`config.mk`:
```
export PLATFORM = sky130hd
export DESIGN_NAME = smdm_ram
export DESIGN_NICKNAME = d
export VERILOG_FILES = /design/src/hw/rtl/smdm_ram.sv
export SDC_FILE = /design/constraint.sdc
export NUM_CORES = 2
export LEC_CHECK = 0
export ABC_AREA = 1
export BUFFER_PORTS_ARGS = -buffer_cell sky130_fd_sc_hd__buf_2
export CAP_MARGIN = 20
export CORE_ASPECT_RATIO = 0.8
export CORE_UTILIZATION = 55
export CTS_CLUSTER_DIAMETER = 100
export CTS_CLUSTER_SIZE = 8
export DETAILED_ROUTE_END_ITERATION = 10
export PLACE_DENSITY_LB_ADDON = 0.12
export REMOVE_ABC_BUFFERS = 1
export SKIP_LAST_GASP = 1
export SLEW_MARGIN = 0
export SYNTH_ARGS = -nofsm -noshare
export SYNTH_HDL_FRONTEND = slang
export SYNTH_SLANG_ARGS = --single-unit
```
`constraint.sdc`:
```
create_clock -name clock -period 5.3 [get_ports clock]
set_clock_uncertainty 0.15 [all_clocks]
set_input_delay 1.06 -clock clock [delete_from_list [all_inputs] [get_ports clock]]
set_output_delay 1.06 -clock clock [all_outputs]
set_load 0.01 [all_outputs]
```
`src/hw/rtl/smdm_ram.sv`:
```
// Generic single-write, single-read synchronous RAM with registered read data.
// Standalone; no package dependency.
`default_nettype none

module smdm_ram #(
   parameter int WIDTH  = 32,
   parameter int DEPTH  = 64,
   parameter int ADDR_W = 6
) (
   input  wire logic              clock,
   input  wire logic              wr_en,
   input  wire logic [ADDR_W-1:0] wr_addr,
   input  wire logic [WIDTH-1:0]  wr_data,
   input  wire logic              rd_en,
   input  wire logic [ADDR_W-1:0] rd_addr,
   output logic      [WIDTH-1:0]  rd_data
);

   logic [WIDTH-1:0] mem [DEPTH];

   always_ff @(posedge clock) begin
      if (wr_en) begin
         mem[wr_addr] <= wr_data;
      end
      if (rd_en) begin
         rd_data <= mem[rd_addr];
      end
   end

endmodule

`default_nettype wire

```
# Yosys cells after proc, flatten, opt, wreduce, memory -nomap -nowiden

Memories as Yosys holds them, arrays and structs flattened. A register that Yosys moved wholly into a read port is not among the register bits.
Index checks and enable logic that the tools add are counted.

Memories kept: 1
Input port bits: 47
RAM bits: 2048
Output and inout port bits: 32
Flip-flop bits (word level): 0
Word-level logic and storage cells: 3

Memory list:

| memory | depth | bits a word | read ports | clocked after Yosys merged registers in | wr ports | line | RTL |
|---|---|---|---|---|---|---|---|
| mem    | 64    | 32          | 1          | 1                                       | 1        | 19   | `logic [WIDTH-1:0] mem [DEPTH];` |

Multiplexer cells: 2

Operators by type and width:

| kind              | number |
|---|---|
| two-way mux 1 bit | 2 |

# Longest topological paths before layout

Depth in word-level cells: 2
Mapped depth: 13
Mapped depth without buffers: 9

# Worst setup path before layout

No wires, ideal clock.

Path kind: input port to flip-flop
Start point: input port wr_en
End point: memory mem[48][0], enable pin
Stages: 3
Buffers on the path: 1
Data arrival time: 4688 ps
Library setup time: 502 ps
Required time: 4648 ps
Setup slack: -40 ps
Cells stage by stage: clkbuf_1 > nand4_1 > nor4_1

Word-level cells in the longest chain between the ends: 2

RTL lines:

| item                                    | line | RTL |
|---|---|---|
| from (decl)                             | 11   | `input wire logic wr_en,` |
| two-way mux 1 bit                       | 22   | `if (wr_en) begin` |
| two-way mux 1 bit (not written as such) | 23   | `mem[wr_addr] <= wr_data;` |
| to (decl)                               | 19   |  |

No other way between the ends.

# Final worst setup path

Start point: register rd_data[28], read port of mem
End point: output port rd_data[28]

RTL lines:

| item        | line | RTL |
|---|---|---|
| from (decl) | 16   | `output logic [WIDTH-1:0] rd_data` |

No word-level cell between the ends.

==> summary.md <==
| Metric | Value |
|---|---|
| Status | finished, final reports clean |
| Final nets | 6,962 |
| Synth top area share | 75.20% |
| Share of cells above drive strength 1 | 9.773% |
| Critical-path cell list | buf_2 |
| Pwr/cell area | 395.4 nW/um^2 |
| Nature of the critical path startpoint | flip-flop |
| Post-synth cell types | 15 |
| Routed len/inst | 27.36 um |
| Reg clk slew, reported paths | 0.05 ns |
| Die area | 152,600 sq um |
| Unrepaired setup endpoints after global routing | false |
| Syn avg cell area | 12.27 sq um |
| Worst-Margin Slew | 1.019 ns |
| Final worst slack | 2.092 ns |
| Post-DP HPWL | 127.9 mm |
| Gr usage total | 32.07% |
| CP max FO | 1 |
| Top cells by area, synth | edfxtp_1 75%, nand3_1 11%, nand2_1 10% |
| Placed insts | 8,603 |
| Initial DRT Pass Iterations | 7 |
| TritonCTS buffer count | 309 |
| Initial drt markers | 7,001 |
| CP top delay family | flip-flops |
| Port Buffers | 78 |
| Leading area contributor after synthesis | edfxtp_1 |
| Mapped Cells | 6,769 |
| CP max stage cell | edfxtp_1 |
| CTS root buffer | clkbuf_16 |
| Pins Over Slew Limit | 0 |
| Setup crit end kind | output pin |
| GPL Wtd Cong | 0.8412 |
| Antenna violations before repair | 16 |
| F_max | 311.7 MHz |
| Skew-Pair Late Insertion Delay | 0.92 ns |
| Grt ovf | 0 |
| Maxcap violations | 0 |
| Fin. Hold Viols | 0 |
| Clock Sinks | 2,080 |
| Pin count of the biggest net entering global routing | 176 |
| CP Depth | 1 |
| WP data arrival | 2.00 ns |
| Post-CTS Hold Buffers | 0 |
| Syn. warnings | 0 |
| Final Cycle Share | 60.53% |
| Layout area overhead | 13.48% |
| I/O pins | 79 |
| Hold path depth | 1 |
| CTS tree | done |
| First-pass GRT wire length | 354.4 mm |
| HP Class | in2reg |
| Post-route setup TNS | 0 ns |
| Max stage delay on crit path | 0.83 ns |
| Row cnt | 127 |
| Cts repair resizes | 0 |
| Fin crit period | 3.208 ns |
| PnR Total Power | 37.27 mW |
| Final std cells w/o fill | 8,936 |
| Static leakage | 33.38 nW |
| Buf/Inv on CP | 1 |
| Seq/Total Area, Yosys | 75.20% |
| Post-Route WL | 244.5 mm |
| Crit Path Category | reg2out |
| Yosys reg bits | 2,080 |
| Dpl ws | 1.312 ns |
| Vert. Die Dim | 349.6 um |
| Final ANT Viol Nets | 0 |
| DRC viols | 0 |
| Die X | 436.5 um |
| CORE AREA | 149,800 sq um |
| Clock buffer depth | 4 |
| Starting Density | 55.43% |
| H-tree levels | 5 |
| Worst reg2reg path depth | 8 |
| Vias in the first global route | 51,335 |
| Worst Path Required | 4.09 ns |
| Post-CTS setup buffers | 0 |
| Final setup fails | 0 |
| Cell Area, Synth | 83,060 sq um |
| Via count | 54,782 |
| Maximum vdd ir drop | 0.2627 mV |
| Vias per cell | 6.130 |
| Worst slew margin relative to its limit | 31.86% |
| Hold WS | 0.4246 ns |
## worst register-to-register path: stages, from the launching register on
cell and delay [ns]:
edfxtp_1 0.36, nand2_1 0.08, nand3_1 0.08, nand3_1 0.11
nand2_1 0.06, nand2_1 0.08, nand3_1 0.25, nand3_1 0.44
nand2_1 0.11
## cells in the mapped netlist
master,count
nand2_1,2248
edfxtp_1,2080
nand3_1,1907
buf_2,282
clkbuf_1,77
nor2_1,56
buf_4,45
buf_1,40
inv_1,9
nand4_1,9
nor4_1,8
buf_6,3
buf_8,2
inv_2,2
inv_4,1
## power by group
| group | internal [mW] | total (mW) | switching [mW] | leakage, nW |
|---|---|---|---|---|
| clock network | 10.4 | 16.8 | 6.43 | 3.92 |
| logic | 0.504 | 2.11 | 1.60 | 10.7 |
| registers | 18.3 | 18.4 | 0.0817 | 18.7 |
| total | 29.1 | 37.3 | 8.12 | 33.4 |
## placed cells by master, fill, tap and decap left out
| cell type | synthesis | final |
|---|---|---|
| buf_12 | 0 | 39 |
| buf_2 | 282 | 72 |
| buf_4 | 45 | 169 |
| buf_6 | 3 | 1 |
| buf_8 | 2 | 3 |
| clkbuf_16 | 0 | 315 |
| diode_2 | 0 | 10 |
| edfxtp_1 | 2080 | 2080 |
| inv_1 | 9 | 6 |
| inv_16 | 0 | 1 |
| inv_2 | 2 | 1 |
| inv_4 | 1 | 1 |
| inv_6 | 0 | 9 |
| inv_8 | 0 | 2 |
| nand2_1 | 2248 | 2248 |
| nand3_1 | 1907 | 1907 |
| nand4_1 | 9 | 9 |
| nor2_4 | 0 | 56 |
| nor4_2 | 0 | 8 |
## sequential cells by signal, indices dropped and copies added, names as in the netlist
register,count
rd_data,32
mem,2048
## per-layer routing
metal	vias up	part of all wire, %	global-route usage, %	routed length, um
met3	472	11	8.281	27850
met5	-	0.050	0	122
met2	3224	44	47.21	108100
met1	26708	40	45.98	98690
li1	24360	-	-	-
met4	18	4.0	12.57	9688
## per-stage QoR
step                      util (%)  instance area [sq um]
final                        62.90                  94260
after global routing         62.89                  94240
after CTS                    62.89                  94230
after detailed placement     57.58                  86280
after global placement       57.55                  86240
after floorplan                  -                  80810
## kinds of logic after synthesis
kind of cell | synth area share (%)
simple gates | 22.03
flops | 75.20
buf+inv | 2.769
## worst paths after layout
check,start,to,slack [ns]
worst max register to register,mem[31][4],rd_data[4],3.29
worst max-delay path,rd_data[28],rd_data[28],2.09
worst min register to register,mem[10][25],rd_data[25],0.71
worst min-delay path,wr_data[1],mem[63][1],0.42
## area by class of cell
type                            instances  area, sq um
Timing Repair Buffer                  284         2466
Clock buffer                          315         7883
Multi-Input combinational cell       4228        18770
Clock inverter                          8        70.07
Sequential cell                      2080        62460
Inverter                               12        83.83
Antenna cell                           10        25.02
Fill cell                           11176        55590
Tap cell                             1999         2501
No activity file was read; power rests on OpenSTA's default activity.
