--- config.mk ---
export PLATFORM = sky130hd
export DESIGN_NAME = smdm_mac
export DESIGN_NICKNAME = d
export VERILOG_FILES = /design/src/hw/rtl/smdm_pkg.sv /design/src/hw/rtl/smdm_mac.sv
export SDC_FILE = /design/constraint.sdc
export NUM_CORES = 2
export LEC_CHECK = 0
export BUFFER_PORTS_ARGS = -buffer_cell sky130_fd_sc_hd__buf_2
export CAP_MARGIN = 20
export CORE_ASPECT_RATIO = 0.7
export CORE_MARGIN = 3
export CORE_UTILIZATION = 65
export DETAILED_ROUTE_END_ITERATION = 12
export GPL_TIMING_DRIVEN = 0
export PLACE_DENSITY_LB_ADDON = 0.25
export SLEW_MARGIN = 0
export SYNTH_ARGS = -nofsm -noshare
export SYNTH_HDL_FRONTEND = slang
export SYNTH_SLANG_ARGS = --single-unit
--- constraint.sdc ---
create_clock -name clock -period 22.8 [get_ports clock]
set_input_delay 4.56 -clock clock [delete_from_list [all_inputs] [get_ports clock]]
set_output_delay 4.56 -clock clock [all_outputs]
set_load 0.1 [all_outputs]
--- src/hw/rtl/smdm_pkg.sv ---
// Shared package for the sparse-dense matrix multiply block.
// Holds command codes, field widths, defaults and inter-module structs; depends on nothing.
`default_nettype none

package smdm_pkg;

   // field widths (fixed by the interface)
   localparam int CMD_W    = 2;
   localparam int BROW_W   = 10;
   localparam int BCOL_W   = 6;
   localparam int ACOL_W   = 10;
   localparam int VALUE_W  = 32;
   localparam int ROW_W    = 16;
   localparam int COL_W    = 6;
   localparam int NCOLS_W  = 7;
   localparam int ACC_W    = 64;

   // parameter defaults
   localparam int B_ROWS_DEF   = 1024;
   localparam int MAX_COLS_DEF = 64;

   localparam logic [NCOLS_W-1:0] NUM_COLS_RESET = 7'd64;

   // request commands
   localparam logic [CMD_W-1:0] CMD_WRITE_B = 2'd0;
   localparam logic [CMD_W-1:0] CMD_NONZERO = 2'd1;
   localparam logic [CMD_W-1:0] CMD_END_ROW = 2'd2;

   // one accumulator update entering the MAC pipe
   typedef struct packed {
      logic             vld;
      logic             hit;   // accumulator entry holds data since last clear
      logic [COL_W-1:0] col;
   } mac_ctl_type;

   // write-back from the MAC pipe
   typedef struct packed {
      logic             we;
      logic [COL_W-1:0] col;
      logic [ACC_W-1:0] data;
   } acc_wr_type;

   // one result moving into the output register
   typedef struct packed {
      logic             load;
      logic             hit;
      logic             last;
      logic [COL_W-1:0] col;
      logic [ROW_W-1:0] row;
   } emit_ctl_type;

endpackage

`default_nettype wire

--- src/hw/rtl/smdm_mac.sv ---
// Multiply-accumulate pipe: registered 32x32 product, then 64-bit saturating add.
// Depends on smdm_pkg.
`default_nettype none

module smdm_mac (
   input  wire logic                                clock,
   input  wire logic                                reset,
   input  wire smdm_pkg::mac_ctl_type               ctl,
   input  wire logic signed [smdm_pkg::VALUE_W-1:0] a_value,
   input  wire logic        [smdm_pkg::VALUE_W-1:0] b_data,
   input  wire logic        [smdm_pkg::ACC_W-1:0]   acc_data,
   output smdm_pkg::acc_wr_type                     wr
);
   import smdm_pkg::*;

   logic signed [ACC_W-1:0] prod_ff;
   logic        [ACC_W-1:0] accv_ff;
   logic                    vld_ff;
   logic        [COL_W-1:0] col_ff;
   logic        [ACC_W-1:0] sum;
   logic                    ovf;

   always_ff @(posedge clock) begin
      if (reset) begin
         vld_ff <= 1'b0;
      end else begin
         vld_ff <= ctl.vld;
      end
      prod_ff <= a_value * $signed(b_data);
      accv_ff <= ctl.hit ? acc_data : '0;
      col_ff  <= ctl.col;
   end

   always_comb begin
      sum = accv_ff + prod_ff;
      ovf = (accv_ff[ACC_W-1] == prod_ff[ACC_W-1]) && (sum[ACC_W-1] != accv_ff[ACC_W-1]);
      wr.we  = vld_ff;
      wr.col = col_ff;
      if (!ovf) begin
         wr.data = sum;
      end else if (accv_ff[ACC_W-1]) begin
         wr.data = {1'b1, {(ACC_W-1){1'b0}}};
      end else begin
         wr.data = {1'b0, {(ACC_W-1){1'b1}}};
      end
   end

endmodule

`default_nettype wire

* Word level (Yosys, flattened, before mapping)
Cells that the tools add are included.
** Operators by class
- $add $sub $neg :: 1
- Multipliers :: 1
- Equality and inequality tests :: 2
- Mux-type cells :: 2
- Reduce and logical (&&, ||, !) cells :: 1
** Operator list (count)
- $mux W64 :: 2
- $add A64 B64 Y64 :: 1
- $mul A32 B32 Y64 :: 1
- $eq A1 B1 Y1 :: 1
- $logic_and A1 B1 Y1 :: 1
- $ne A1 B1 Y1 :: 1
** Storage, ports and cells
- Flip-flop bits (word level) :: 135
- Input port bits :: 138
- Output and inout bits :: 71
- Logic and storage cells :: 11

* Logic depth before layout (Yosys ltp)
- Depth in word-level cells :: 4
- Mapped depth :: 29
- Depth with buffers taken out :: 27

* Least setup slack after synthesis
No wires, ideal clock.
- Kind :: in2reg
- From :: input b_data[2] in the netlist's numbering
- To :: register prod_ff[60]
- Library setup time :: 0.072 ns
- Data arrival time :: 11.836 ns
- Data required time :: 22.728 ns
- Path slack :: 10.891 ns
- Stages on the path :: 26
- Path buffers :: 2
- Path through :: clkbuf_1 -> nand2_1 -> inv_1 -> fa_1 -> fa_1 -> fa_1 -> fa_1 -> inv_1 -> fa_1 -> inv_1 -> fa_1 -> inv_1 -> fa_1 -> inv_1 -> fa_1 -> ha_1 -> clkbuf_1 -> a21o_1 -> a21o_1 -> a21o_1 -> a21oi_1 -> o21bai_1 -> a21o_1 -> a221o_1 -> a41oi_1 -> xnor2_1
** On the way
- Cells in the longest elaborated chain, start to end :: 1
** RTL lines
- start, declared :: RTL line smdm_mac.sv:10 : input wire logic [smdm_pkg::VALUE_W-1:0] b_data,
- $mul A32 B32 Y64 :: RTL line smdm_mac.sv:29 : prod_ff <= a_value * $signed(b_data);
- end signal, assigned :: RTL line smdm_mac.sv:29
- end, declared :: RTL line smdm_mac.sv:16 : logic signed [ACC_W-1:0] prod_ff;
Every way passes these cells.
A chain may end at the register's enable or synchronous reset.

* Worst setup path after layout
- From :: input a_value[21] in the netlist's numbering
- To :: register prod_ff[63]
** On the way
- Cells in the longest elaborated chain, start to end :: 1
** RTL lines
- start, declared :: RTL line smdm_mac.sv:9 : input wire logic signed [smdm_pkg::VALUE_W-1:0] a_value,
- $mul A32 B32 Y64 :: RTL line smdm_mac.sv:29
Every way passes these cells.

==> run_results.csv <==
group,metric,value,unit
clock_tree,clock-sinks,135,
global_routing,grt_pass1_vias,36302,
sta,setup_violations,0,
clock_tree,htreeDepth,4,
floorplanning,die_w,315.2,um
clock_tree,cts-resized-gates,0,
floorplanning,design.core.area,65490,um2
critical_path,required,23200,ps
clock_tree,postCtsSetupBuffers,0,
global_routing,grt_use_total,43.37,%
synth,synthDistinctLibCells,85,
sta,max_freq,72.97,MHz
clock_tree,clk_pin_slew,60,ps
place,place.port_buffers,207,
sta,tightest_slew,1310,ps
synth,synth_top_area_share,49.83,%
global_routing,grt_overflow,0,
global_routing,grt_pass1_wl,222000,um
synth,yosysMostFrequentCell,"fa_1",
sta,hold_viol,0,
synth,netlist_top_cells_count,"fa_1, inv_1, nand2_1",
sta,maxSlewViolCount,0,
layout,final_cells,5865,
sta,postLayoutSetupSlackWorst,9095,ps
sta,fin_crit_sh,60.11,%
critical_path,cp_common_cell,"fa_1",
clock_tree,cts_root_buffer,"clkbuf_16",
critical_path,worstPathCellList,"buf_2 > clkbuf_1 > nand2_1 > fa_1 > fa_1 > fa_1 > fa_1 > inv_1 > fa_1 > fa_1 > fa_1 > fa_1 > ha_1 > nand4_1 > nor3_1 > nand3_1 > a211oi_1 > o21ai_0 > a211oi_1 > nand3_1 > o21ai_0 > a21oi_1 > xnor2_1",
place,place_ws,8900,ps
critical_path,critical_path.startpoint_type,"input port",
critical_path,slowest_delay,870,ps
floorplanning,die_h,222.5,um
floorplanning,dieArea,70130,um2
sta,slew_headroom,12.67,%
job,cap_violations,0,
synth,ys_ff_latch,135,
synth,async_reset_ff_share,0,%
synth,synth_edf_count,0,
routing,drt_iter0_markers,4012,
layout,fin_area,46580,um2
synth,syn_inst,4719,
synth,synth_fp_nets,6187,
synth,seq_area_frac_synth,6.212,%
clock_tree,cts_buffers,25,
routing,viasPerCell,5.933,
synth,synth_area_leaders,"fa_1, inv_1, and2_1",
synth,synth_area_leader_cell,"fa_1",
sta,fin_crit,13700,ps
layout,drive_gt1_share,5.874,%
routing,drt-total-wl,147000,um
place,gp_congestion,1.032,
place,dp_cells,5807,
synth,synth_area,43510,um2
global_routing,grt_antenna_before_repair,14,
floorplanning,start_util,66.44,%
routing,dr.pass1.iters,7,
sta,setup_tns,0,ps
synth,synth-main-ff-cell,"dfxtp_1",
layout,area_growth_syn_to_layout,7.051,%
critical_path,slowest_stage,"a211oi_1",
worst_hold_path,hold_path_class,"input port to register",
floorplanning,pin_count,209,
floorplanning,rows,78,
place,post-dp-hpwl,122700,um
routing,ant_nets,0,
synth,yosysWarnings,0,
layout,fin_nets,6433,
clock_tree,clock_path_buffers,3,
sta,grt_setup_unrepaired,"false",
clock_tree,tritoncts,"built",
critical_path,end_kind,"register",
place,place_area,45660,um2
synth,syn_avg_cell_area,9.220,um2
critical_path,path_class,"input port to register",
global_routing,grt_max_degree,18,
status,status,"completed",
routing,vias,34795,
clock_tree,ctsHoldBuffers,0,
critical_path,cp_max_fo,10,
routing,routedWlPerCell,25.07,um
routing,drc_errors,0,
critical_path,cp.arrival,14110,ps
worst max-delay path, delay by kind of cell:
family / cells / cell delay (ps)
xor gates and xnor gates: 1 / 180
AOI/OAI and AO/OA: 5 / 2220
and+or+nand+nor: 5 / 1340
buffers and inverters: 3 / 1070
adders and majority gates: 9 / 4720
per-layer routing:
layer	GRT usage, %	share of wire (%)
met5	1.722	0.015
met4	18.63	5.7
met3	18.25	15
met2	61.04	41
met1	58.87	38
registers in the layout (all words and copies together), names as in the netlist:
| register | cells |
|---|---|
| prod_ff | 64 |
| col_ff | 6 |
| vld_ff | 1 |
| accv_ff | 64 |
cells in the final DEF (no fill, tap or decap), drive strengths merged, types with 8 or more instances in the layout:
cell / n
clkbuf: 257
a211oi: 23
and2: 586
o211ai: 16
or3: 8
and3: 18
diode: 14
nand2: 590
nor2b: 9
dfxtp: 135
nor2: 94
a31oi: 12
a21oi: 134
o21bai: 16
nand3: 21
inv: 983
fa: 1083
nand2b: 18
xor2: 52
ha: 247
xnor2: 80
o21ai: 132
o21a: 18
buf: 235
nor3: 17
a21o: 80
nand4: 28
layout make-up:
class                   instances  area, um2
diodes                         14      35.03
plain buffers                 245      985.9
clock buffers                  29      650.6
clock inverters                 4      72.57
fillers                      5234      18910
inverters                     984       3694
multi-input cells            3355      36130
flip-flops and latches        135       2703
well taps                     880       1101
repair buffers                219       1209
per-stage QoR:
stage	util, %	hold slack, ps
after floorplan	-	4588
after global placement	69.70	4662
after detailed placement	69.73	4665
after CTS	70.83	4170
after global routing	71.08	4165
final	71.12	4178
final timing paths:
kind	from	to	slack, ps	cells past startpoint
worst min-delay path	ctl[1]	col_ff[1]	4180	1
worst max-delay path	a_value[21]	prod_ff[63]	9100	23
cells by family after synthesis:
| kind of cell | after synthesis | synth area share [%] |
|---|---|---|
| and+or+nand+nor | 1409 | 16.33 |
| DFF | 135 | 6.212 |
| adders and majority gates | 1331 | 56.96 |
| AOI/OAI and AO/OA | 481 | 7.026 |
| xor gates and xnor gates | 132 | 2.657 |
| buffers and inverters | 1229 | 10.76 |
| muxes | 2 | 0.05751 |
Power is not shown: default switching activity piles up to over one toggle a cycle in this logic, so the estimate is an artifact.
