## src/hw/rtl/smdm_pkg.sv

```systemverilog
// Shared package for the sparse-dense matrix multiply block.
// Holds command codes, field widths, defaults and inter-module structs; depends on nothing.
`default_nettype none

package smdm_pkg;

   // field widths (fixed by the interface)
   localparam int CMD_W    = 2;
   localparam int BROW_W   = 10;
   localparam int BCOL_W   = 6;
   localparam int ACOL_W   = 10;
   localparam int VALUE_W  = 32;
   localparam int ROW_W    = 16;
   localparam int COL_W    = 6;
   localparam int NCOLS_W  = 7;
   localparam int ACC_W    = 64;

   // parameter defaults
   localparam int B_ROWS_DEF   = 1024;
   localparam int MAX_COLS_DEF = 64;

   localparam logic [NCOLS_W-1:0] NUM_COLS_RESET = 7'd64;

   // request commands
   localparam logic [CMD_W-1:0] CMD_WRITE_B = 2'd0;
   localparam logic [CMD_W-1:0] CMD_NONZERO = 2'd1;
   localparam logic [CMD_W-1:0] CMD_END_ROW = 2'd2;

   // one accumulator update entering the MAC pipe
   typedef struct packed {
      logic             vld;
      logic             hit;   // accumulator entry holds data since last clear
      logic [COL_W-1:0] col;
   } mac_ctl_type;

   // write-back from the MAC pipe
   typedef struct packed {
      logic             we;
      logic [COL_W-1:0] col;
      logic [ACC_W-1:0] data;
   } acc_wr_type;

   // one result moving into the output register
   typedef struct packed {
      logic             load;
      logic             hit;
      logic             last;
      logic [COL_W-1:0] col;
      logic [ROW_W-1:0] row;
   } emit_ctl_type;

endpackage

`default_nettype wire

```

## src/hw/rtl/smdm_emit.sv

```systemverilog
// Result stage: Q32.32 accumulator to saturated Q16.16 and the response output register.
// Depends on smdm_pkg.
`default_nettype none

module smdm_emit (
   input  wire logic                                clock,
   input  wire logic                                reset,
   input  wire smdm_pkg::emit_ctl_type              ctl,
   input  wire logic        [smdm_pkg::ACC_W-1:0]   acc_data,
   input  wire logic                                rsp_stall,
   output logic                                     rsp_valid,
   output logic             [smdm_pkg::ROW_W-1:0]   rsp_row_index,
   output logic             [smdm_pkg::COL_W-1:0]   rsp_out_col,
   output logic signed      [smdm_pkg::VALUE_W-1:0] rsp_out_value,
   output logic                                     rsp_last_of_row
);
   import smdm_pkg::*;

   logic               full_ff;
   logic               full_in;
   logic [ACC_W-1:0]   acc;
   logic [VALUE_W-1:0] q16;

   // floor shift by 16, then clamp to 32 bits
   always_comb begin
      acc = ctl.hit ? acc_data : '0;
      if ((&acc[ACC_W-1:47]) || !(|acc[ACC_W-1:47])) begin
         q16 = acc[47:16];
      end else if (acc[ACC_W-1]) begin
         q16 = {1'b1, {(VALUE_W-1){1'b0}}};
      end else begin
         q16 = {1'b0, {(VALUE_W-1){1'b1}}};
      end
      full_in = ctl.load || (full_ff && rsp_stall);
   end

   always_ff @(posedge clock) begin
      if (reset) begin
         full_ff <= 1'b0;
      end else begin
         full_ff <= full_in;
      end
      if (ctl.load) begin
         rsp_row_index   <= ctl.row;
         rsp_out_col     <= ctl.col;
         rsp_out_value   <= $signed(q16);
         rsp_last_of_row <= ctl.last;
      end
   end

   assign rsp_valid = full_ff;

endmodule

`default_nettype wire
```

## config.mk

```make
export PLATFORM = sky130hd
export DESIGN_NAME = smdm_emit
export DESIGN_NICKNAME = d
export VERILOG_FILES = /design/src/hw/rtl/smdm_pkg.sv /design/src/hw/rtl/smdm_emit.sv
export SDC_FILE = /design/constraint.sdc
export NUM_CORES = 1
export LEC_CHECK = 0
export BUFFER_PORTS_ARGS = -buffer_cell sky130_fd_sc_hd__buf_2
export CAP_MARGIN = 10
export CORE_ASPECT_RATIO = 0.5
export CORE_MARGIN = 10
export CORE_UTILIZATION = 41
export CTS_CLUSTER_SIZE = 25
export DETAILED_ROUTE_END_ITERATION = 16
export PLACE_DENSITY_LB_ADDON = 0.08
export SLEW_MARGIN = 20
export SYNTH_ARGS = -nofsm -noshare
export SYNTH_HDL_FRONTEND = slang
export SYNTH_SLANG_ARGS = --single-unit
```

## constraint.sdc

```tcl
create_clock -name clock -period 1.75 [get_ports clock]
set_input_delay 0.2625 -clock clock [delete_from_list [all_inputs] [get_ports clock]]
set_output_delay 0.2625 -clock clock [all_outputs]
set_load 0.1 [all_outputs]
```

== Word level (Yosys, flattened, before mapping) ==
Index checks and enable logic that the tools add are counted.

* Bits in registers: 56
* Input port bits: 92
* Output and inout bits: 56
* Logic and storage cells: 14

* Multiplexer cells: 3
* Reduce and logical (&&, ||, !) cells: 6

{| class="wikitable"
|+ Operator list
! operator !! count
|-
| two-way mux 32 bit || 2
|-
| two-way mux 64 bit || 1
|-
| AND reduction 17 bit || 1
|-
| OR reduction 17 bit || 1
|-
| logical OR 1 bit || 2
|-
| logical AND 1 bit || 1
|-
| logical NOT 1 bit || 1
|}

== Longest topological paths before layout ==
Gate-level depths: netlist of the first run.

* Word-level depth: 5
* Mapped depth: 6
* Mapped depth without buffers: 4

== Least setup slack after synthesis of the first run ==
OpenSTA, ideal clock, no wires.

* Path kind: in2reg
* Start: input port acc_data[51] (netlist bit)
* End: register rsp_out_value[0] (netlist bit) (data pin)
* Library setup time: 0.263 ns
* Arrival: 1.072 ns
* Data required time: 1.487 ns
* Path slack: 0.415 ns
* Stages on the path: 5
* Path buffers: 1
* Cell sequence: nor4_1 -> nand4_1 -> nand3b_1 -> buf_2 -> a21oi_2

* Cells in the longest elaborated chain, start to end: 5
* Elaborated cells between the ends (all ways): 6
* Those cells by class: mux: 2; reduce/logical: 4

{| class="wikitable"
|+ Ends and longest elaborated chain
! element !! line !! RTL
|-
| from (decl) || smdm_emit.sv:9 || <nowiki>input wire logic [smdm_pkg::ACC_W-1:0] acc_data,</nowiki>
|-
| two-way mux 64 bit * || smdm_emit.sv:26 || <nowiki>acc = ctl.hit ? acc_data : '0;</nowiki>
|-
| OR reduction 17 bit || smdm_emit.sv:27 || <nowiki>if ((&acc[ACC_W-1:47]) || !(|acc[ACC_W-1:47])) begin</nowiki>
|-
| logical NOT 1 bit || smdm_emit.sv:27 ||
|-
| logical OR 1 bit * || smdm_emit.sv:27 ||
|-
| two-way mux 32 bit * || smdm_emit.sv:27 ||
|-
| named net q16[0] || smdm_emit.sv:22 || <nowiki>logic [VALUE_W-1:0] q16;</nowiki>
|-
| to (signal assigned) || smdm_emit.sv:46 || <nowiki>rsp_out_value <= $signed(q16);</nowiki>
|-
| to (decl) || smdm_emit.sv:14 || <nowiki>output logic signed [smdm_pkg::VALUE_W-1:0] rsp_out_value,</nowiki>
|}

The timed path passes the listed nets; every way through them passes the cells marked *.
A chain may end at the register's enable or synchronous reset.

== Worst setup path in the final report of the first run ==
* Start: register rsp_out_col[2] (netlist bit)
* End: output port rsp_out_col[2] (netlist bit)

{| class="wikitable"
|+ RTL lines
! element !! line !! RTL
|-
| from (decl) || smdm_emit.sv:13 || <nowiki>output logic [smdm_pkg::COL_W-1:0] rsp_out_col,</nowiki>
|-
| from (signal assigned) || smdm_emit.sv:45 || <nowiki>rsp_out_col <= ctl.col;</nowiki>
|}

No word-level cell between the ends.

==> metrics.yaml, run 1 <==
critical_path:
  crit-reg2reg-launch: "rsp_valid"
  critPathBufInv: 1
  cpPeakStageDelay_ns: 0.43
  critical-path-top-delay-family: "buffers and inverters"
  path_class: "flop to primary output"
  critical_path_end: "rsp_out_col[2]"
  worst_r2r_endpoint: "rsp_valid"
  cell_depth_of_the_worst_setup_path: 1
  cp_data_arrival_time_ns: 1.11
  crit_path_start: "rsp_out_col[2]"
  critical_path.max_fanout: 1
  cp_data_required_time_ns: 1.49
  startpoint_type: "flop"
  regToRegSetupSlack_ns: 1.14
  timing.critical_path.cells: "buf_2"
  cp_slowest_cell: "buf_2"
  ff2ff_path_depth: 2
  worst_setup_path_end_kind: "primary output"
placed_design:
  place.gp.congestion: 0.756
  count_of_buffers_from_port_buffering: 131
  place.detailed.hpwl_um: 4720
  dp_worst_setup_slack_ns: 0.116
global_route:
  grt_first_pass_wirelength_um: 8830
  grt_max_degree: 57
  grt_pass1_vias: 1743
  grtUsageTotal_pct: 12.7
  gr-total-overflow: 0
  grt_antenna_before_repair: 0
timing:
  worst_hold_slack_ns: 0.104
  finalSetupViolations: 0
  setup_repair_after_global_routing_missed_its_margin: "false"
  maxClockFrequency_mhz: 731
  setup-tns-final_ns: 0
  timing_worst_slew_pin_value_ns: 0.517
  postLayoutSetupSlackWorst_ns: 0.382
  worst_clock_skew_ns: 0
  finalCriticalPeriod_ns: 1.37
  worst_slew_margin_rel_pct: 65.5
  hold_viol: 0
  final_max_slew_viol_count: 0
  layout_worst_path_cycle_share_pct: 78.2
run_status:
  run_status: "complete, no violations"
route:
  detailedRoute.firstPassIterationCount: 4
  drt_drc_violations_left: 0
  route.vias.total: 1643
  wire_per_inst_um: 17.1
  postRouteWirelength_um: 5970
  postRouteAntennaNets: 0
  routed_via_count_divided_by_cell_count: 4.69
  drt-initial-drc-count: 85
clocking:
  cts_hold_buffers: 0
  clkSlewWorstSetupHoldPaths_ns: 0.10
  ctsHtreeMaxLevel: 2
  cts_resized: 0
  cts-root-to-sink-buffers: 2
  cts_tree: "done"
  cts-root-buf: "clkbuf_8"
  cts.sink_count: 56
  tritoncts.num_buffers: 5
  clkLatencyLatePin_ns: 0.30
  setup_fix_buffers_added_after_clock_tree_synthesis: 0
floorplanning:
  core_area_mm2: 0.00507
  dieWidth_um: 124
  start_util_pct: 43.5
  design.portCount: 148
  core.rowCount: 18
  die_area_mm2: 0.00888
  fp.dieH_um: 71.8
power:
  vdd.ir_drop.worst_mv: 0.500
  power-per-cell-area_mw_per_mm2: 1220
  p_leak_uw: 0.00133
worst_hold_path:
  min-delay-path-class: "input port to flop"
  timing.hold.worst_path_depth: 2
layout:
  layout-area-overhead-vs-synth_pct: 40.9
  final_nets: 371
  post_route_cells_drive_above_1_share_pct: 60.0
  antennaDiodeCount: 0
yosys:
  synth_seq_area_share_pct: 75.9
  netlist-cell-type-count: 20
  syn-cell-area_mm2: 0.00220
  yosys_register_bits: 56
  mapped_cells: 144
  mappedNetlistNets: 236
  syn_area_per_cell_um2: 15.3
  synth.yosys.warnings: 0
flow_run:
  max_cap_violations: 0
## worst min-delay path by stage
stage | start | end
after global placement | reset | rsp_valid
after detailed placement | reset | rsp_valid
after global routing | reset | rsp_valid
final | reset | rsp_valid
after CTS | reset | rsp_valid
after floorplan | reset | rsp_valid
## kinds of logic (layout without fill, tap and decap cells)
| group | Yosys count | in the layout | synth area share (%) |
|---|---|---|---|
| buffers and inverters | 9 | 145 | 2.56 |
| DFF | 56 | 56 | 75.9 |
| and+or+nand+nor | 45 | 45 | 10.1 |
| AOI/OAI and AO/OA | 34 | 34 | 11.5 |
## flip-flops by register name, indices dropped and copies added (netlist names)
signal,count
rsp_valid,1
rsp_out_value,32
rsp_row_index,16
rsp_last_of_row,1
rsp_out_col,6
## layout make-up
| type | instances | area, um2 |
|---|---|---|
| Timing Repair Buffer | 137 | 726 |
| Fill cell | 464 | 1960 |
| Clock buffer | 5 | 68.8 |
| Multi-Input combinational cell | 79 | 483 |
| Clock inverter | 3 | 68.8 |
| Tap cell | 70 | 87.6 |
| Sequential cell | 56 | 1670 |
## cell usage in the layout (no fill, tap or decap)
master	n
edfxtp_1	55
nor4_1	4
inv_6	1
a21oi_2	20
nor4_4	1
nand4_2	1
a21oi_1	5
buf_12	2
a21boi_4	1
o21ai_1	7
dfxtp_1	1
and3_1	1
nand4_1	3
nand3b_1	1
a21boi_1	1
and2_1	1
buf_2	131
nor2_1	1
bufinv_16	2
clkbuf_8	5
nand2_1	32
buf_4	4
## cells in the mapped netlist
master     n  share of area, %
a21boi_1   1              0.34
nand4_2    1              0.57
buf_2      3              0.68
a21oi_2   20               8.0
and2_1     1              0.28
clkbuf_1   3              0.51
edfxtp_1  55                75
buf_6      2               1.0
o21ai_1    7               1.6
nand4_1    3              0.85
nor2_1     1              0.17
nand2_1   32               5.5
and3_1     1              0.28
nor4_1     4               1.1
a21boi_2   1              0.51
nor4_4     1              0.97
dfxtp_1    1              0.91
buf_4      1              0.34
nand3b_1   1              0.34
a21oi_1    5               1.1
## metal layers
layer / track usage, % / wire [um] / share of wire [%] / vias up
met1: 14.3 / 2310 / 39 / 748
met5: 0 / 0 / 0 / -
met4: 3.47 / 48 / 0.80 / 0
met3: 5.24 / 778 / 13 / 5
li1: - / - / - / 803
met2: 21.7 / 2830 / 47 / 87
## through the flow
step | area [um2] | power (uW) | instances | utilization, %
2_1_floorplan | 2200 | 2600 | 144 | -
3_3_place_gp | 2970 | 2840 | 342 | 58.6
3_5_place_dp | 2970 | 2860 | 342 | 58.6
4_1_cts | 3110 | 3840 | 350 | 61.3
5_1_grt | 3110 | 3920 | 350 | 61.3
6_report | 3110 | 3800 | 350 | 61.3
## report_power, final
part	total, uW	switching (uW)	internal [uW]	leakage, uW
Sequential	1630	25.8	1600	0.000543
Combinational	1190	1000	186	0.000719
Clock	984	409	576	0.0000687
Total	3800	1440	2370	0.00133
(Power assumes the default switching activity.)
==> run 2, diff against run 1 <==
--- a/config.mk
+++ b/config.mk
@@ -5,11 +5,12 @@
 export SDC_FILE = /design/constraint.sdc
 export NUM_CORES = 1
 export LEC_CHECK = 0
+export ABC_AREA = 1
 export BUFFER_PORTS_ARGS = -buffer_cell sky130_fd_sc_hd__buf_2
 export CAP_MARGIN = 10
 export CORE_ASPECT_RATIO = 0.5
 export CORE_MARGIN = 10
-export CORE_UTILIZATION = 41
+export CORE_UTILIZATION = 39
 export CTS_CLUSTER_SIZE = 25
 export DETAILED_ROUTE_END_ITERATION = 16
 export PLACE_DENSITY_LB_ADDON = 0.08
==> constraint.sdc (replaced) <==
create_clock -name clock -period 1.2 [get_ports clock]
set_input_delay 0.18 -clock clock [delete_from_list [all_inputs] [get_ports clock]]
set_output_delay 0.18 -clock clock [all_outputs]
set_load 0.1 [all_outputs]
==> run 2 against run 1 <==
- highest routed layer unchanged
- critical path type is now input port to flop
- clock skew unchanged
- critical endpoint is now rsp_out_value[0]
- sequential cell count is the same
- largest cell class unchanged
- utilization up 8.8 points
- non-clock buffer count increased by 3
- register-to-register slack worse by 0.60 ns
==> metrics.yaml, run 2 <==
floorplanning:
  core.rowCount: 20  # +2
  design.portCount: 148  # unchanged
  fp.dieH_um: 75.6  # +5.2%
  core_area_mm2: 0.00603  # +19%
  start_util_pct: 40.0  # -3.5 points
  die_area_mm2: 0.00992  # +12%
  dieWidth_um: 131  # +6.1%
placed_design:
  place.gp.congestion: 0.757  # about the same
  dp.cells: 446  # +30%
  count_of_buffers_from_port_buffering: 131  # unchanged
  place.detailed.hpwl_um: 5320  # +13%
  dp_worst_setup_slack_ns: -0.175  # -0.291 ns
  instance_area_after_placement_mm2: 0.00405  # +36%
timing:
  finalSetupViolations: 0  # unchanged
  postLayoutSetupSlackWorst_ns: 0.0845  # -0.297 ns
  worst_hold_slack_ns: 0.0587  # -0.0451 ns
  layout_worst_path_cycle_share_pct: 93.0
  maxClockFrequency_mhz: 896
  worst_slew_margin_rel_pct: 80.8  # +15 points
  worst_clock_skew_ns: 0  # unchanged
  setup_repair_after_global_routing_missed_its_margin: "false"
  final_max_slew_viol_count: 0  # unchanged
  timing_worst_slew_pin_value_ns: 0.288  # -0.229 ns
  hold_viol: 0  # unchanged
  finalCriticalPeriod_ns: 1.12
layout:
  top_register_by_number_of_flip_flops: "rsp_out_value"
  post_route_cells_drive_above_1_share_pct: 44.7  # -15 points
  nFillCells: 444  # -4.3%
  most-common-layout-cells: "99 x nand2_1, 75 x buf_2, 60 x buf_12, 55 x edfxtp_1, 32 x inv_1"
  layout.cells.non_filler: 456  # +30%
  ff_latch_area_mm2: 0.00167  # about the same
  largestRegisters: "rsp_out_value: 32 flops, rsp_row_index: 16 flops, rsp_out_col: 6 flops"
  layout-area-overhead-vs-synth_pct: 75.4
  multi_input_comb_area_um2: 536  # +11%
  final_design_area_no_fill_mm2: 0.00423  # +36%
  most_common_cell_after_layout_fill_and_taps_aside: "nand2_1"
  final_nets: 458  # +23%
  largest_reg_flops: 32  # unchanged
yosys:
  netlist-cell-type-count: 17  # -15%
  yosysTopAreaCellShare_pct: 68.5  # -6.5 points
  yosys_register_bits: 56  # unchanged
  asyncSetResetFlopFracSynth_pct: 0  # unchanged
  synth-edff-count: 55  # unchanged
  syn_area_per_cell_um2: 10.5  # -31%
  syn-cell-area_mm2: 0.00241  # +9.4%
  synth.top_cells.by_area: "edfxtp_1 69%, nand2_1 16%, inv_1 5.0%, nand2_2 2.3%, nor2_1 2.3%"
  mappedNetlistNets: 321  # +36%
  dominant_synthesized_flop_cell: "edfxtp_1"
  mapped_cells: 229  # +59%
  synth.yosys.warnings: 0  # unchanged
  netlist.top_cell.by_area: "edfxtp_1"
  synth_top_cells_by_count: "100 x nand2_1, 55 x edfxtp_1, 32 x inv_1, 15 x nor2_1, 9 x nand2_2"
  post-synth-top-count-cell: "nand2_1"
  synth_seq_area_share_pct: 69.3  # -6.5 points
route:
  drt_drc_violations_left: 0  # unchanged
  wire_per_inst_um: 15.0  # -12%
  postRouteAntennaNets: 0  # unchanged
  route.vias.total: 1951  # +19%
  detailedRoute.firstPassIterationCount: 4  # unchanged
  routed_via_count_divided_by_cell_count: 4.28  # -8.9%
  drt-initial-drc-count: 135  # +59%
  postRouteWirelength_um: 6830  # +14%
critical_path:
  cp_data_required_time_ns: 1.25  # -0.24 ns
  worst_setup_path_end_kind: "flop"
  worst_r2r_endpoint: "rsp_valid"
  ff2ff_path_depth: 2  # unchanged
  cp_slowest_cell: "clkbuf_16"
  path_class: "input port to flop"
  crit_path_most_repeated_cell: "nand2_1"
  critPathBufInv: 3  # +2
  startpoint_type: "input port"
  critical_path.max_fanout: 15  # +14
  cp_data_arrival_time_ns: 1.17  # +0.06 ns
  crit-reg2reg-launch: "rsp_valid"
  regToRegSetupSlack_ns: 0.54  # -0.60 ns
  cpPeakStageDelay_ns: 0.19  # -0.24 ns
  timing.critical_path.cells: "buf_2, nor2_1, nand2_1, nor2_2, nand2_1, nand2_2, clkbuf_16, nand2_1, nand2_1, inv_1"
  critical-path-top-delay-family: "simple AND/OR/NAND/NOR gates"
power:
  fin_total_pwr_uw: 6230  # +64%
  power-per-cell-area_mw_per_mm2: 1470  # +20%
  vdd.ir_drop.worst_mv: 0.662  # +32%
  p_leak_uw: 0.00210  # +57%
global_route:
  grt_max_degree: 57  # unchanged
  grt_antenna_before_repair: 1  # +1
  grtUsageTotal_pct: 13.1  # +0.44 points
  grt_first_pass_wirelength_um: 10300  # +16%
  grt_pass1_vias: 1993  # +14%
  gr-total-overflow: 0  # unchanged
worst_hold_path:
  hold_path_startpoint: "reset"
  min-delay-path-class: "input port to flop"
  timing.hold.worst_path_depth: 2  # unchanged
  timing.hold.worst_endpoint: "rsp_valid"
flow_run:
  max_cap_violations: 0  # unchanged
clocking:
  clkSlewWorstSetupHoldPaths_ns: 0.07  # -0.03 ns
  setup_fix_buffers_added_after_clock_tree_synthesis: 0  # unchanged
  clkLatencyLatePin_ns: 0.28  # -0.02 ns
  cts_hold_buffers: 0  # unchanged
  tritoncts.num_buffers: 5  # unchanged
  cts.sink_count: 56  # unchanged
  cts_resized: 0  # unchanged
  ctsHtreeMaxLevel: 2  # unchanged
  cts-root-to-sink-buffers: 2  # unchanged
  cts_tree: "done"
  cts-root-buf: "clkbuf_16"
run_status:
  run_status: "complete, no violations"
run 2: area by class of cell:
class / count / share of cell area (%)
clock inverters: 2 / 0.385
flip-flops and latches: 56 / 39.6
repair buffers: 140 / 38.6
well taps: 88 / 2.60
clock buffers: 6 / 3.05
inverters: 35 / 3.11
multi-input cells: 128 / 12.7
diodes: 1 / 0.0592
run 2: logic make-up after synthesis:
| group | Yosys count | share of synthesized area, % |
|---|---|---|
| compound gates | 2 | 0.986 |
| simple gates | 126 | 20.9 |
| buf+inv | 45 | 8.77 |
| flops | 56 | 69.3 |
run 2: per-layer routing:
metal  part of all wire [%]  up-vias  GRT usage [%]  wire, um
met1                     43      869           15.1      2950
met2                     47       93           22.7      3200
li1                       -      979              -         -
met3                    7.9       10           4.74       540
met5                      0        -              0         0
met4                    2.1        0           4.70       142
run 2: how the worst max path moves through the flow:
stage | from | endpoint | slack (ns) | depth (start not counted)
after floorplan | rsp_last_of_row | rsp_last_of_row | 0.12 | 0
after global placement | acc_data[62] | rsp_out_value[3] | -0.10 | 10
after detailed placement | acc_data[62] | rsp_out_value[28] | -0.18 | 10
after CTS | rsp_out_value[0] | rsp_out_value[0] | 0.1 | 1
after global routing | acc_data[62] | rsp_out_value[6] | 0.009 | 10
final | acc_data[62] | rsp_out_value[0] | 0.08 | 10
run 2: report_power, final:
part	switching (uW)	leakage, uW	internal (uW)	total [uW]
sequential	134	0.000544	2350	2490
clock	650	0.0000671	779	1430
combinational	1510	0.00148	804	2310
run 2: stage by stage:
stage | TNS [ns] | util (%)
after global placement | -2.43 | 67.1
after CTS | 0 | 69.5
after global routing | 0 | 70.1
after detailed placement | -4.47 | 67.1
final | 0 | 70.1
after floorplan | 0 | -
